<file path="config.mk">
export PLATFORM = sky130hd
export DESIGN_NAME = uart_line_command_decoder_flat
export DESIGN_NICKNAME = d
export VERILOG_FILES = /design/src/hw/rtl/ulcd_pkg.sv /design/src/hw/rtl/ulcd_in_if.sv /design/src/hw/rtl/ulcd_out_if.sv /design/src/hw/rtl/uart_line_command_decoder.sv /design/src/hw/rtl/ulcd_line_store.sv /design/src/hw/rtl/ulcd_decode.sv /design/src/flat_wrapper.sv
export SDC_FILE = /design/constraint.sdc
export NUM_CORES = 1
export LEC_CHECK = 0
export BUFFER_PORTS_ARGS = -buffer_cell sky130_fd_sc_hd__buf_2
export CORE_UTILIZATION = 35
export DETAILED_ROUTE_END_ITERATION = 8
export SETUP_SLACK_MARGIN = 0.3
export SLEW_MARGIN = 40
export SYNTH_ARGS = -nofsm -noshare
export SYNTH_HDL_FRONTEND = slang
export SYNTH_SLANG_ARGS = --single-unit
</file>
<file path="constraint.sdc">
create_clock -name clk -period 4.4 [get_ports clk]
set_input_delay 0.66 -clock clk [delete_from_list [all_inputs] [get_ports clk]]
set_output_delay 0.66 -clock clk [all_outputs]
set_load 0.02 [all_outputs]
</file>
<file path="src/hw/rtl/ulcd_pkg.sv">
package ulcd_pkg;

  localparam int LINE_LEN = 16;
  localparam int POS_W = $clog2(LINE_LEN);
  localparam int DECODE_LEN = 6;

  localparam logic [7:0] CHAR_LF = 8'd10;
  localparam logic [7:0] CHAR_NUL = 8'd0;
  localparam logic [7:0] CHAR_SPACE = 8'h20;
  localparam logic [7:0] CHAR_ZERO = 8'h30;
  localparam logic [7:0] CHAR_NINE = 8'h39;

  typedef enum logic [2:0] {
    CMD_NONE  = 3'd0,
    CMD_START = 3'd1,
    CMD_STOP  = 3'd2,
    CMD_RESET = 3'd3,
    CMD_PWM   = 3'd4,
    CMD_ERROR = 3'd5
  } cmd_t;

  typedef logic [DECODE_LEN-1:0][7:0] line_head_t;

  typedef struct packed {
    logic [7:0] echo_byte;
    logic       line_done;
    logic [2:0] command_code;
    logic [6:0] duty_value;
  } result_t;

  function automatic logic digit_char(input logic [7:0] c);
    digit_char = (c >= CHAR_ZERO) && (c <= CHAR_NINE);
  endfunction

endpackage

</file>
<file path="src/hw/rtl/ulcd_in_if.sv">
interface ulcd_in_if;
  logic       valid;
  logic       ready;
  logic [7:0] rx_byte;

  modport source (output valid, output rx_byte, input ready);
  modport sink (input valid, input rx_byte, output ready);
endinterface

</file>
<file path="src/hw/rtl/ulcd_out_if.sv">
interface ulcd_out_if;
  logic       valid;
  logic       ready;
  logic [7:0] echo_byte;
  logic       line_done;
  logic [2:0] command_code;
  logic [6:0] duty_value;

  modport source (output valid, output echo_byte, output line_done, output command_code,
                  output duty_value, input ready);
  modport sink (input valid, input echo_byte, input line_done, input command_code,
                input duty_value, output ready);
endinterface

</file>
<file path="src/hw/rtl/uart_line_command_decoder.sv">
// A byte is held in the input register, then its result in the result
// register; both hold while results are held off.
// Throughput: one byte per cycle while results are taken; the decode of a
// whole line is done in the single pass that handles its LF byte.
// Reset: synchronous, active high; empties both registers and sets the write
// position to the start of a line.
module uart_line_command_decoder
  import ulcd_pkg::*;
(
  input logic      clk,
  input logic      rst,
  ulcd_in_if.sink  rx,
  ulcd_out_if.source result
);

  logic       s1_valid;
  logic [7:0] s1_byte;
  logic       s1_go;
  logic       out_valid;
  result_t    out_res;
  result_t    dec_res;
  line_head_t head;

  assign s1_go = s1_valid && (!out_valid || result.ready);
  assign rx.ready = !s1_valid || s1_go;

  always_ff @(posedge clk) begin
    if (rst) begin
      s1_valid <= 1'b0;
    end else if (rx.ready) begin
      s1_valid <= rx.valid;
    end
  end

  always_ff @(posedge clk) begin
    if (rx.ready && rx.valid) begin
      s1_byte <= rx.rx_byte;
    end
  end

  ulcd_line_store u_store (
    .clk  (clk),
    .rst  (rst),
    .en   (s1_go),
    .data (s1_byte),
    .head (head)
  );

  ulcd_decode u_decode (
    .data (s1_byte),
    .head (head),
    .res  (dec_res)
  );

  always_ff @(posedge clk) begin
    if (rst) begin
      out_valid <= 1'b0;
    end else if (s1_go) begin
      out_valid <= 1'b1;
    end else if (result.ready) begin
      out_valid <= 1'b0;
    end
  end

  always_ff @(posedge clk) begin
    if (s1_go) begin
      out_res <= dec_res;
    end
  end

  assign result.valid = out_valid;
  assign result.echo_byte = out_res.echo_byte;
  assign result.line_done = out_res.line_done;
  assign result.command_code = out_res.command_code;
  assign result.duty_value = out_res.duty_value;

endmodule

</file>
<file path="src/hw/rtl/ulcd_line_store.sv">
module ulcd_line_store
  import ulcd_pkg::*;
(
  input  logic       clk,
  input  logic       rst,
  input  logic       en,
  input  logic [7:0] data,
  output line_head_t head
);

  // Only the first characters of a line take part in decoding, so only
  // those are kept; the write position counts to LINE_LEN - 1, then wraps.
  logic [POS_W-1:0] write_position;
  logic [7:0] line_store [DECODE_LEN];

  always_ff @(posedge clk) begin
    if (rst) begin
      write_position <= '0;
    end else if (en) begin
      if (data == CHAR_LF) begin
        write_position <= '0;
      end else if (write_position < POS_W'(LINE_LEN - 1)) begin
        write_position <= write_position + POS_W'(1);
      end else begin
        write_position <= '0;
      end
    end
  end

  always_ff @(posedge clk) begin
    if (en && data != CHAR_LF) begin
      for (int i = 0; i < DECODE_LEN; i++) begin
        if (write_position == POS_W'(i)) begin
          line_store[i] <= data;
        end
      end
    end
  end

  always_comb begin
    for (int i = 0; i < DECODE_LEN; i++) begin
      head[i] = (POS_W'(i) < write_position) ? line_store[i] : CHAR_NUL;
    end
  end

endmodule

</file>
<file path="src/hw/rtl/ulcd_decode.sv">
module ulcd_decode
  import ulcd_pkg::*;
(
  input  logic [7:0] data,
  input  line_head_t head,
  output result_t    res
);

  logic       is_start;
  logic       is_stop;
  logic       is_reset;
  logic       is_pwm;
  logic [6:0] tens;
  logic [6:0] ones;
  logic [6:0] duty;

  always_comb begin
    is_start = head[0] == 8'h53 && head[1] == 8'h54 && head[2] == 8'h41 &&
               head[3] == 8'h52 && head[4] == 8'h54 && head[5] == CHAR_NUL;
    is_stop  = head[0] == 8'h53 && head[1] == 8'h54 && head[2] == 8'h4F &&
               head[3] == 8'h50 && head[4] == CHAR_NUL;
    is_reset = head[0] == 8'h52 && head[1] == 8'h45 && head[2] == 8'h53 &&
               head[3] == 8'h45 && head[4] == 8'h54 && head[5] == CHAR_NUL;
    is_pwm   = head[0] == 8'h50 && head[1] == 8'h57 && head[2] == 8'h4D &&
               head[3] == CHAR_SPACE;

    tens = {3'd0, head[4][3:0]};
    ones = {3'd0, head[5][3:0]};
    duty = '0;
    if (digit_char(head[4])) begin
      if (digit_char(head[5])) begin
        duty = (tens << 3) + (tens << 1) + ones;
      end else begin
        duty = tens;
      end
    end

    res.echo_byte = data;
    res.line_done = 1'b0;
    res.command_code = CMD_NONE;
    res.duty_value = '0;
    if (data == CHAR_LF) begin
      res.line_done = 1'b1;
      if (is_start) begin
        res.command_code = CMD_START;
      end else if (is_stop) begin
        res.command_code = CMD_STOP;
      end else if (is_reset) begin
        res.command_code = CMD_RESET;
      end else if (is_pwm) begin
        res.command_code = CMD_PWM;
        res.duty_value = duty;
      end else begin
        res.command_code = CMD_ERROR;
      end
    end
  end

endmodule
</file>
<file path="src/flat_wrapper.sv">
// flat-port wrapper written by rule: the top's interface ports become plain ports
module uart_line_command_decoder_flat import ulcd_pkg::*;
  (clk, rst, rx_valid, rx_rx_byte, rx_ready, result_valid, result_echo_byte, result_line_done, result_command_code, result_duty_value, result_ready);
  ulcd_in_if rx_i ();
  ulcd_out_if result_i ();
  input logic clk;
  input logic rst;
  input wire logic [$bits(rx_i.valid)-1:0] rx_valid;
  input wire logic [$bits(rx_i.rx_byte)-1:0] rx_rx_byte;
  output wire logic [$bits(rx_i.ready)-1:0] rx_ready;
  output wire logic [$bits(result_i.valid)-1:0] result_valid;
  output wire logic [$bits(result_i.echo_byte)-1:0] result_echo_byte;
  output wire logic [$bits(result_i.line_done)-1:0] result_line_done;
  output wire logic [$bits(result_i.command_code)-1:0] result_command_code;
  output wire logic [$bits(result_i.duty_value)-1:0] result_duty_value;
  input wire logic [$bits(result_i.ready)-1:0] result_ready;
  assign rx_i.valid = rx_valid;
  assign rx_i.rx_byte = rx_rx_byte;
  assign rx_ready = rx_i.ready;
  assign result_valid = result_i.valid;
  assign result_echo_byte = result_i.echo_byte;
  assign result_line_done = result_i.line_done;
  assign result_command_code = result_i.command_code;
  assign result_duty_value = result_i.duty_value;
  assign result_i.ready = result_ready;
  uart_line_command_decoder u_core (.clk(clk), .rst(rst), .rx(rx_i), .result(result_i));
endmodule
</file>
==> qor.csv, run 1 <==
stage,metric,value,unit
timing,tns,0,ps
power_and_ir_drop,ir_worst_vdd,0.0002592,V
synth,ys_top_cells_by_area,"edfxtp_1 67%, ha_1 3.7%, dfxtp_1 3.6%, nor4_1 2.2%, a21oi_1 1.6%",
cells_and_area,n_antenna_cell,0,
cells_and_area,drive_above_1_share,22.76,%
synth,synth_area,0.003376,mm²
cts,cts_sinks,81,
synth,ys_warn_count,0,
die,die_w,100.2,µm
setup_path,worstPathMaxFanout,8,
timing,max_slew_margin,49.80,%
timing,skew,12.44,ps
routing,drt-initial-drc-count,117,
die,fp.dieH,100.2,µm
cells_and_area,area_delta_synth_final,15.83,%
cells_and_area,fill_cells,874,
cts,cts.path.max_buffers,2,
setup_path,worstSetupPathType,reg2reg,
synth,syn_nets,244,
synth,synth_edf_count,75,
cts,cts_root_buf,clkbuf_8,
cts,cts_setup_buffers,0,
routing,drt-total-wl,6519,µm
die,io_pins,33,
cts,clock_latency,350,ps
synth,yosysTopAreaCellShare,66.72,%
synth,yosysUniqueCellTypes,43,
power_and_ir_drop,leakagePower,1.369,nW
routing,vias_per_cell,4.935,
cells_and_area,finalNetCount,287,
cts,cts_buffers,9,
hold_path,worstHoldPathType,in2reg,
placed_design,gp_congestion,0.7899,
setup_path,r2r_cells,11,
timing,post-route-period-util,74.15,%
synth,avgSynthCellArea,15.34,µm²
timing,worstMarginPinSlew,748.4,ps
synth,synthCells,220,
routing,ant_nets,0,
timing,rsz0062_at_grt,no,
timing,finalHoldViolCount,0,
global_routing,grt_overflow,0,
timing,max_freq,306.5,MHz
global_routing,grt_pass1_wl,10140,µm
synth,ys_top_cells_by_count,"75 x edfxtp_1, 14 x nor2_1, 12 x nor4_1, 11 x a21oi_1",
die,core_area,0.009284,mm²
hold_path,worstHoldPathCells,1,
cts,htree_levels,3,
cts,tritoncts,yes,
synth,synth-async-reset-ratio,0,%
synth,synth_most_common_cell,edfxtp_1,
synth,synthFlopType,edfxtp_1,
cells_and_area,stdcell_count,397,
placed_design,hpwl,4508,µm
routing,drt_first_pass_iters,4,
routing,routedWlPerCell,16.42,µm
global_routing,grt_pass1_vias,1916,
setup_path,critPathLaunchType,register,
synth,yosysSeqAreaShare,70.27,%
global_routing,track_usage,14.02,%
timing,period_needed,3263,ps
timing,drv_slew,0,
die,dieArea,0.01004,mm²
cts,clk_pin_slew_worst_paths,90,ps
synth,ys_seq_elements,81,
die,rows,35,
job,drv_cap,0,
cts,hold_buffers,0,
outcome,status,"complete, no violations",
die,initial_core_util,36.36,%
placed_design,place_inst,381,
global_routing,grt_antenna_before_repair,0,
placed_design,port_buffers,32,
cts,cts_resized,0,
routing,drc_errors,0,
setup_path,cp.arrival,3360,ps
synth,synth_top_area_cell,edfxtp_1,
power_and_ir_drop,pwr_density_cell,382.8,mW/mm²
setup_path,cp.required,4490,ps
timing,setup-violations-final,0,
global_routing,grt_max_degree,23,
setup_path,cp-end-kind,register,
routing,via_count,1959,
[worst max-delay path, stage by stage (launching register included)]
cell	delay [ps]
dfxtp_1	390
inv_1	100
ha_1	190
and2b_1	200
or2_2	310
and2_1	220
fa_1	540
fa_1	470
a21o_1	180
a21oi_1	170
xor2_1	190
nor3_2	50
[metrics by stage]
| step | instance area [µm²] | power, mW | hold slack [ps] | worst slack, ps | utilization, % |
|---|---|---|---|---|---|
| 6_report | 3910 | 1.497 | 471.7 | 1137 | 42.12 |
| 5_1_grt | 3910 | 1.550 | 446.4 | 1007 | 42.12 |
| 4_1_cts | 3910 | 1.513 | 454.7 | 1128 | 42.12 |
| 3_5_place_dp | 3702 | 0.9487 | 514.5 | 1159 | 39.88 |
| 3_3_place_gp | 3702 | 0.9479 | 501.0 | 1215 | 39.88 |
| 2_1_floorplan | 3376 | 0.9206 | 480.7 | 1351 | - |
[path summary, 6_finish.rpt]
kind	startpoint	to	slack [ps]
setup reg to reg	u_core.u_store.write_position[1]	u_core.result.duty_value[6]	1140
setup / recovery	u_core.u_store.write_position[1]	u_core.result.duty_value[6]	1140
hold / removal	rx_rx_byte[3]	u_core.s1_byte[3]	470
hold reg to reg	u_core.u_store.write_position[0]	u_core.u_store.write_position[0]	530
[layout by cell type, fill, tap and decap left out, drive strengths merged, types with 8 or more instances in the layout]
master and count:
inv 8, buf 34, edfxtp 75, clkbuf 9
nand2 10, nor2 14, ha 10, nor4 12
nand3 8, a21oi 11
[power by group]
| part | internal, mW | switching (mW) | total [mW] |
|---|---|---|---|
| logic | 0.0166 | 0.0324 | 0.0489 |
| clock network | 0.273 | 0.294 | 0.567 |
| registers | 0.863 | 0.0181 | 0.881 |
| total | 1.15 | 0.344 | 1.50 |
[cells by family after synthesis]
family / synth area share [%]
AO/OA/AOI/OAI: 5.449
buffers and inverters: 0.8526
XOR/XNOR: 0.7785
adder cells (fa/ha/maj): 4.893
multiplexers: 1.186
AND/OR/NAND/NOR: 16.57
flip-flops: 70.27
[sequential cells by signal, indices dropped and copies added (netlist names)]
| name | cells |
|---|---|
| u_core.s1_valid | 1 |
| u_core.result.echo_byte | 8 |
| u_core.result.line_done | 1 |
| u_core.u_store.write_position | 4 |
| u_core.s1_byte | 8 |
| u_core.result.duty_value | 7 |
| u_core.u_store.line_store | 48 |
| u_core.result.valid | 1 |
| u_core.result.command_code | 3 |
[layout make-up]
class / instances / area, µm² / share of cell area, %
flip-flops and latches: 81 / 2372 / 60.67
multi-input cells: 132 / 974.7 / 24.93
repair buffers: 34 / 175.2 / 4.480
well taps: 129 / 161.4 / 4.128
clock buffers: 9 / 123.9 / 3.168
clock inverters: 7 / 83.83 / 2.144
inverters: 5 / 18.77 / 0.4800
[routing by layer]
metal / up-vias / GRT usage [%] / routed length [µm]
met5: - / 0 / 0
met4: 0 / 4.682 / 68
met3: 6 / 4.457 / 315
met2: 47 / 23.71 / 3264
met1: 953 / 16.95 / 2872
li1: 953 / - / -
No activity file was read; power rests on OpenSTA's default activity.
==> run 2: changes to the inputs <==
clock period = 3 ns   (was 4.4 ns; I/O delays follow)
==> run 2 against run 1 <==
Net effect: design area up 5.1%; combinational power grew 95%; via count rose by 5.9%; setup slack worse by 930 ps; sequential cell count stayed put; non-clock buffer count grew 15; clock power grew 53%; first-iteration DRC count rose by 80%; clock skew is 3.6 ps higher; global-route usage increased by 0.75 points; final cell count up 3.8%; largest power group unchanged.
==> qor.csv, run 2 (synthesis gave the netlist of run 1 again) <==
stage,metric,value,unit
global_routing,grt_antenna_before_repair,0,
cells_and_area,stdcell_count,412,
setup_path,cp.arrival,2880,ps
job,drv_cap,0,
power_and_ir_drop,leakagePower,1.435,nW
cells_and_area,final_cell_mix,"75 x edfxtp_1, 32 x buf_2, 16 x buf_4",
timing,period_needed,2791,ps
global_routing,track_usage,14.77,%
power_and_ir_drop,pwr_density_cell,546.9,mW/mm²
routing,drt-initial-drc-count,211,
cells_and_area,finalNetCount,302,
power_and_ir_drop,ir_worst_vdd,0.0004088,V
cts,clock_latency,360,ps
routing,via_count,2074,
timing,post-route-period-util,93.04,%
cells_and_area,drive_above_1_share,31.45,%
cts,htree_levels,3,
routing,vias_per_cell,5.034,
die,io_pins,33,
timing,finalHoldViolCount,0,
global_routing,grt_pass1_vias,2030,
timing,drv_slew,0,
power_and_ir_drop,swShare,21.32,%
die,core_area,0.009284,mm²
cts,tritoncts,yes,
setup_path,slowest_stage,fa_2,
setup_path,path_buf_inv,1,
setup_path,crit_family,adder cells,
global_routing,grt_max_degree,15,
timing,max_slew_margin,67.02,%
cells_and_area,final_common_cell,edfxtp_1,
routing,drt_first_pass_iters,4,
cts,cts_sinks,81,
timing,tns,0,ps
cts,clk_pin_slew_worst_paths,90,ps
power_and_ir_drop,p_comb_share,4.2,%
timing,hold_slack,260.2,ps
global_routing,grt_pass1_wl,10810,µm
cells_and_area,area_delta_synth_final,21.72,%
placed_design,gp_congestion,0.8133,
setup_path,worstPathMaxFanout,4,
setup_path,worstSetupPathType,reg2reg,
setup_path,cp-end-kind,register,
placed_design,place_area,0.003796,mm²
cells_and_area,multiInputGateArea,0.001035,mm²
die,dieArea,0.01004,mm²
cells_and_area,n_antenna_cell,0,
power_and_ir_drop,power.share.clock,38.7,%
cells_and_area,largest_register_ffs,48,
global_routing,grt_overflow,0,
outcome,status,"complete, no violations",
cells_and_area,register_area,0.002380,mm²
setup_path,cp.required,3090,ps
setup_path,path_cells,"inv_4, ha_4, and2b_1, or2_4, and2_4, ha_4, ha_2, fa_2, a21o_1, a21oi_2, xor2_1, nor3_2",
routing,drc_errors,0,
power_and_ir_drop,power,2.247,mW
routing,drt-total-wl,6845,µm
timing,worstMarginPinSlew,493.5,ps
cts,cts_buffers,9,
setup_path,critPathLaunchType,register,
setup_path,crit_top_cell,ha_4,
die,die_w,100.2,µm
cells_and_area,final_area,0.004109,mm²
cells_and_area,fill_cells,858,
die,initial_core_util,36.36,%
timing,skew,16.04,ps
placed_design,place_inst,387,
power_and_ir_drop,intPower,1.768,mW
timing,max_freq,358.3,MHz
routing,ant_nets,0,
cts,cts_root_buf,clkbuf_8,
cts,cts.path.max_buffers,2,
timing,setup-violations-final,0,
cells_and_area,max_flop_register,u_core.u_store.line_store,
power_and_ir_drop,seq_power_share,57.1,%
timing,rsz0062_at_grt,yes,
die,rows,35,
placed_design,hpwl,4800,µm
die,fp.dieH,100.2,µm
setup_path,max_stage_delay,400,ps
cts,hold_buffers,0,
power_and_ir_drop,p_sw,0.4790,mW
placed_design,port_buffers,32,
routing,routedWlPerCell,16.61,µm
hold_path,worstHoldPathType,in2reg,
run 2: area by class of cell:
class                      instances  area share (%)
multi-input combinational        132           25.18
clock inverter                     7           2.284
inverter                           5          0.5786
timing repair buffer              49           7.095
clock buffer                       9           3.015
sequential                        81           57.92
tap                              129           3.928
run 2: stage by stage:
| stage | setup slack, ps | util (%) |
|---|---|---|
| 6_report | 208.9 | 44.26 |
| 5_1_grt | 111.1 | 44.26 |
| 4_1_cts | 173.6 | 43.81 |
| 3_5_place_dp | 101.2 | 40.89 |
| 3_3_place_gp | 203.5 | 40.89 |
| 2_1_floorplan | 287.1 | - |
run 2: repair_timing:
item                       CTS  global route
pin swaps                    5             4
setup endpoints to repair    2             2
hold endpoints to repair     0             0
gates resized for setup      4             4
buffers inserted             6             3
gates cloned                 0             0
run 2: per-layer routing:
layer  vias to the layer above  track usage [%]  part of all wire [%]
met5                         -                0                     0
met4                         0            6.355                   2.8
li1                        982                -                     -
met3                        10            4.735                   6.5
met1                      1010            17.48                    40
met2                        72            24.71                    51
run 2: path summary, 6_finish.rpt:
kind                                                    end  depth (start not counted)  slack (ps)                        startpoint
worst min register to register          u_core.result.valid                          2         540                   u_core.s1_valid
worst min-delay path                      u_core.s1_byte[1]                          1         260                     rx_rx_byte[1]
worst max-delay path            u_core.result.duty_value[6]                         12         210  u_core.u_store.write_position[1]
worst max register to register  u_core.result.duty_value[6]                         12         210  u_core.u_store.write_position[1]
run 2: power groups by stage:
| stage | combinational (mW) | clock (mW) | sequential, mW |
|---|---|---|---|
| after CTS | 0.0941 | 0.893 | 1.28 |
| final | 0.0952 | 0.870 | 1.28 |
| after detailed placement | 0.0874 | 0 | 1.31 |
| after global routing | 0.103 | 0.930 | 1.29 |
| after floorplan | 0.0290 | 0 | 1.32 |
| after global placement | 0.0861 | 0 | 1.31 |
==> run 3: changes to the inputs <==
CELL_PAD_IN_SITES_DETAIL_PLACEMENT = 1   (was default)
CELL_PAD_IN_SITES_GLOBAL_PLACEMENT = 1   (was default)
CORE_UTILIZATION = 44   (was 35)
PLACE_DENSITY_LB_ADDON = 0.1   (was default)
==> run 3 against run 2 <==
Net effect: sequential share of layout area increased by 1.7 points; sequential cell count unchanged; core utilization increased by 10 points; total power decreased by 6.7%; critical endpoint unchanged; critical path depth decreased by 1.
==> qor.csv, run 3 (synthesis gave the netlist of run 1 again) <==
stage,metric,value,unit
outcome,status,"complete, no violations",
routing,drt-initial-drc-count,103,
global_routing,use_met3,3.748,%
global_routing,grt.busiest_layer,met2,
timing,setup-violations-final,0,
cells_and_area,final_common_cell,edfxtp_1,
power_and_ir_drop,seq_power_share,61.5,%
timing,max_slew_margin,58.38,%
die,fp.dieH,89.59,µm
cts,htree_levels,3,
routing,drt-total-wl,7048,µm
global_routing,track_usage,19.68,%
timing,drv_slew,0,
cts,tritoncts,yes,
power_and_ir_drop,p_comb_share,4.1,%
routing,via_count,2031,
cells_and_area,n_antenna_cell,0,
cells_and_area,multiInputGateArea,0.001026,mm²
cts,clock_latency,350,ps
cells_and_area,fill_cells,734,
cells_and_area,finalNetCount,298,
cells_and_area,fin_util,54.41,%
cells_and_area,area_delta_synth_final,18.16,%
global_routing,met1_usage,25.82,%
global_routing,grt_max_degree,23,
cells_and_area,register_area,0.002380,mm²
die,initial_core_util,46.05,%
cells_and_area,drive_above_1_share,30.82,%
global_routing,grt_pass1_vias,2085,
routing,routedWlPerCell,18.65,µm
timing,period_needed,2786,ps
die,core_area,0.007331,mm²
power_and_ir_drop,ir_worst_vdd,0.0003364,V
power_and_ir_drop,pwr_density_cell,525.6,mW/mm²
placed_design,hpwl,4914,µm
cts,cts_buffers,9,
routing,vias_per_cell,5.373,
setup_path,crit_family,adder cells,
hold_path,worstHoldPathType,in2reg,
routing,ant_nets,0,
cts,cts_root_buf,clkbuf_8,
global_routing,grt_pass1_wl,11070,µm
cells_and_area,final_cell_mix,"75 x edfxtp_1, 32 x buf_2, 14 x nor2_1",
die,dieArea,0.008026,mm²
global_routing,grt_overflow,0,
setup_path,path_buf_inv,1,
setup_path,cp.required,3100,ps
setup_path,ff2ff_setup_slack,210,ps
placed_design,port_buffers,32,
timing,skew,9.202,ps
cells_and_area,max_flop_register,u_core.u_store.line_store,
cts,clk_pin_slew_worst_paths,90,ps
timing,worstMarginPinSlew,618.7,ps
setup_path,max_stage_delay,440,ps
timing,rsz0062_at_grt,yes,
placed_design,gp_congestion,0.9080,
routing,drt_first_pass_iters,4,
setup_path,worstSetupPathType,reg2reg,
timing,tns,0,ps
die,io_pins,33,
setup_path,cp-end-kind,register,
power_and_ir_drop,p_sw,0.4889,mW
setup_path,cp.arrival,2890,ps
job,drv_cap,0,
setup_path,critPathLaunchType,register,
global_routing,grt_antenna_before_repair,0,
cells_and_area,largest_register_ffs,48,
timing,max_freq,359.0,MHz
timing,finalHoldViolCount,0,
die,rows,31,
setup_path,path_cells,"inv_4, ha_4, and2b_1, or2_4, and2_4, fa_2, fa_2, a21o_1, a21oi_2, xor2_1, nor3_2",
cts,cts_sinks,81,
power_and_ir_drop,intPower,1.608,mW
cts,cts.path.max_buffers,2,
routing,drc_errors,0,
power_and_ir_drop,power.share.clock,34.4,%
power_and_ir_drop,swShare,23.32,%
setup_path,slowest_stage,fa_2,
power_and_ir_drop,leakagePower,1.403,nW
die,die_w,89.59,µm
timing,post-route-period-util,92.85,%
setup_path,worstPathMaxFanout,4,
global_routing,use_met2,31.96,%
setup_path,crit_top_cell,fa_2,
run 3: final timing paths:
kind                                          from                     endpoint  depth (start not counted)
setup / recovery  u_core.u_store.write_position[1]  u_core.result.duty_value[6]                         11
hold / removal                       rx_rx_byte[5]            u_core.s1_byte[5]                          1
setup reg to reg  u_core.u_store.write_position[1]  u_core.result.duty_value[6]                         11
hold reg to reg                    u_core.s1_valid          u_core.result.valid                          2
run 3: cell type report:
cell class | count | area share [%]
timing repair buffer | 45 | 6.462
multi-input combinational | 132 | 25.72
inverter | 5 | 0.5960
clock buffer | 10 | 3.199
sequential | 81 | 59.66
tap | 99 | 3.105
clock inverter | 6 | 1.255
run 3: worst reg2reg max path: cells and delay by family, from the launching register on:
family                   cells  cell delay, ps
adder cells (fa/ha/maj)      3             940
AND/OR/NAND/NOR              4             650
flip-flops                   1             370
AO/OA/AOI/OAI                2             320
XOR/XNOR                     1             190
buffers and inverters        1              60
run 3: repair_timing:
item / CTS / global route
setup endpoints to repair: 2 / 4
setup buffers: 8 / 1
hold buffers: 0 / 0
cloned: 0 / 0
resized for setup: 4 / 2
pin swaps: 11 / 3
run 3: metal layers:
metal | share of wire, % | up-vias
met5 | 0 | -
met4 | 1.8 | 0
met3 | 2.8 | 11
met2 | 48 | 45
met1 | 47 | 1002
li1 | - | 973
run 3: metrics by stage:
stage                     cell area [µm²]  instances  setup WS, ps  hold slack, ps  total power, mW
after floorplan                      3425        220         287.1           463.0            1.352
after global placement               3729        353         190.1           483.0            1.392
after detailed placement             3729        353         143.5           492.9            1.395
after CTS                            3975        377         165.9           253.8            2.122
after global routing                 3989        378         109.1           258.2            2.168
final                                3989        378         214.4           268.4            2.096
run 3: power by group through the flow:
| stage | logic (mW) | registers [mW] | clock network, mW |
|---|---|---|---|
| after floorplan | 0.0290 | 1.32 | 0 |
| after global placement | 0.0758 | 1.32 | 0 |
| after detailed placement | 0.0775 | 1.32 | 0 |
| after CTS | 0.0858 | 1.29 | 0.746 |
| after global routing | 0.0950 | 1.29 | 0.779 |
| final | 0.0867 | 1.29 | 0.721 |
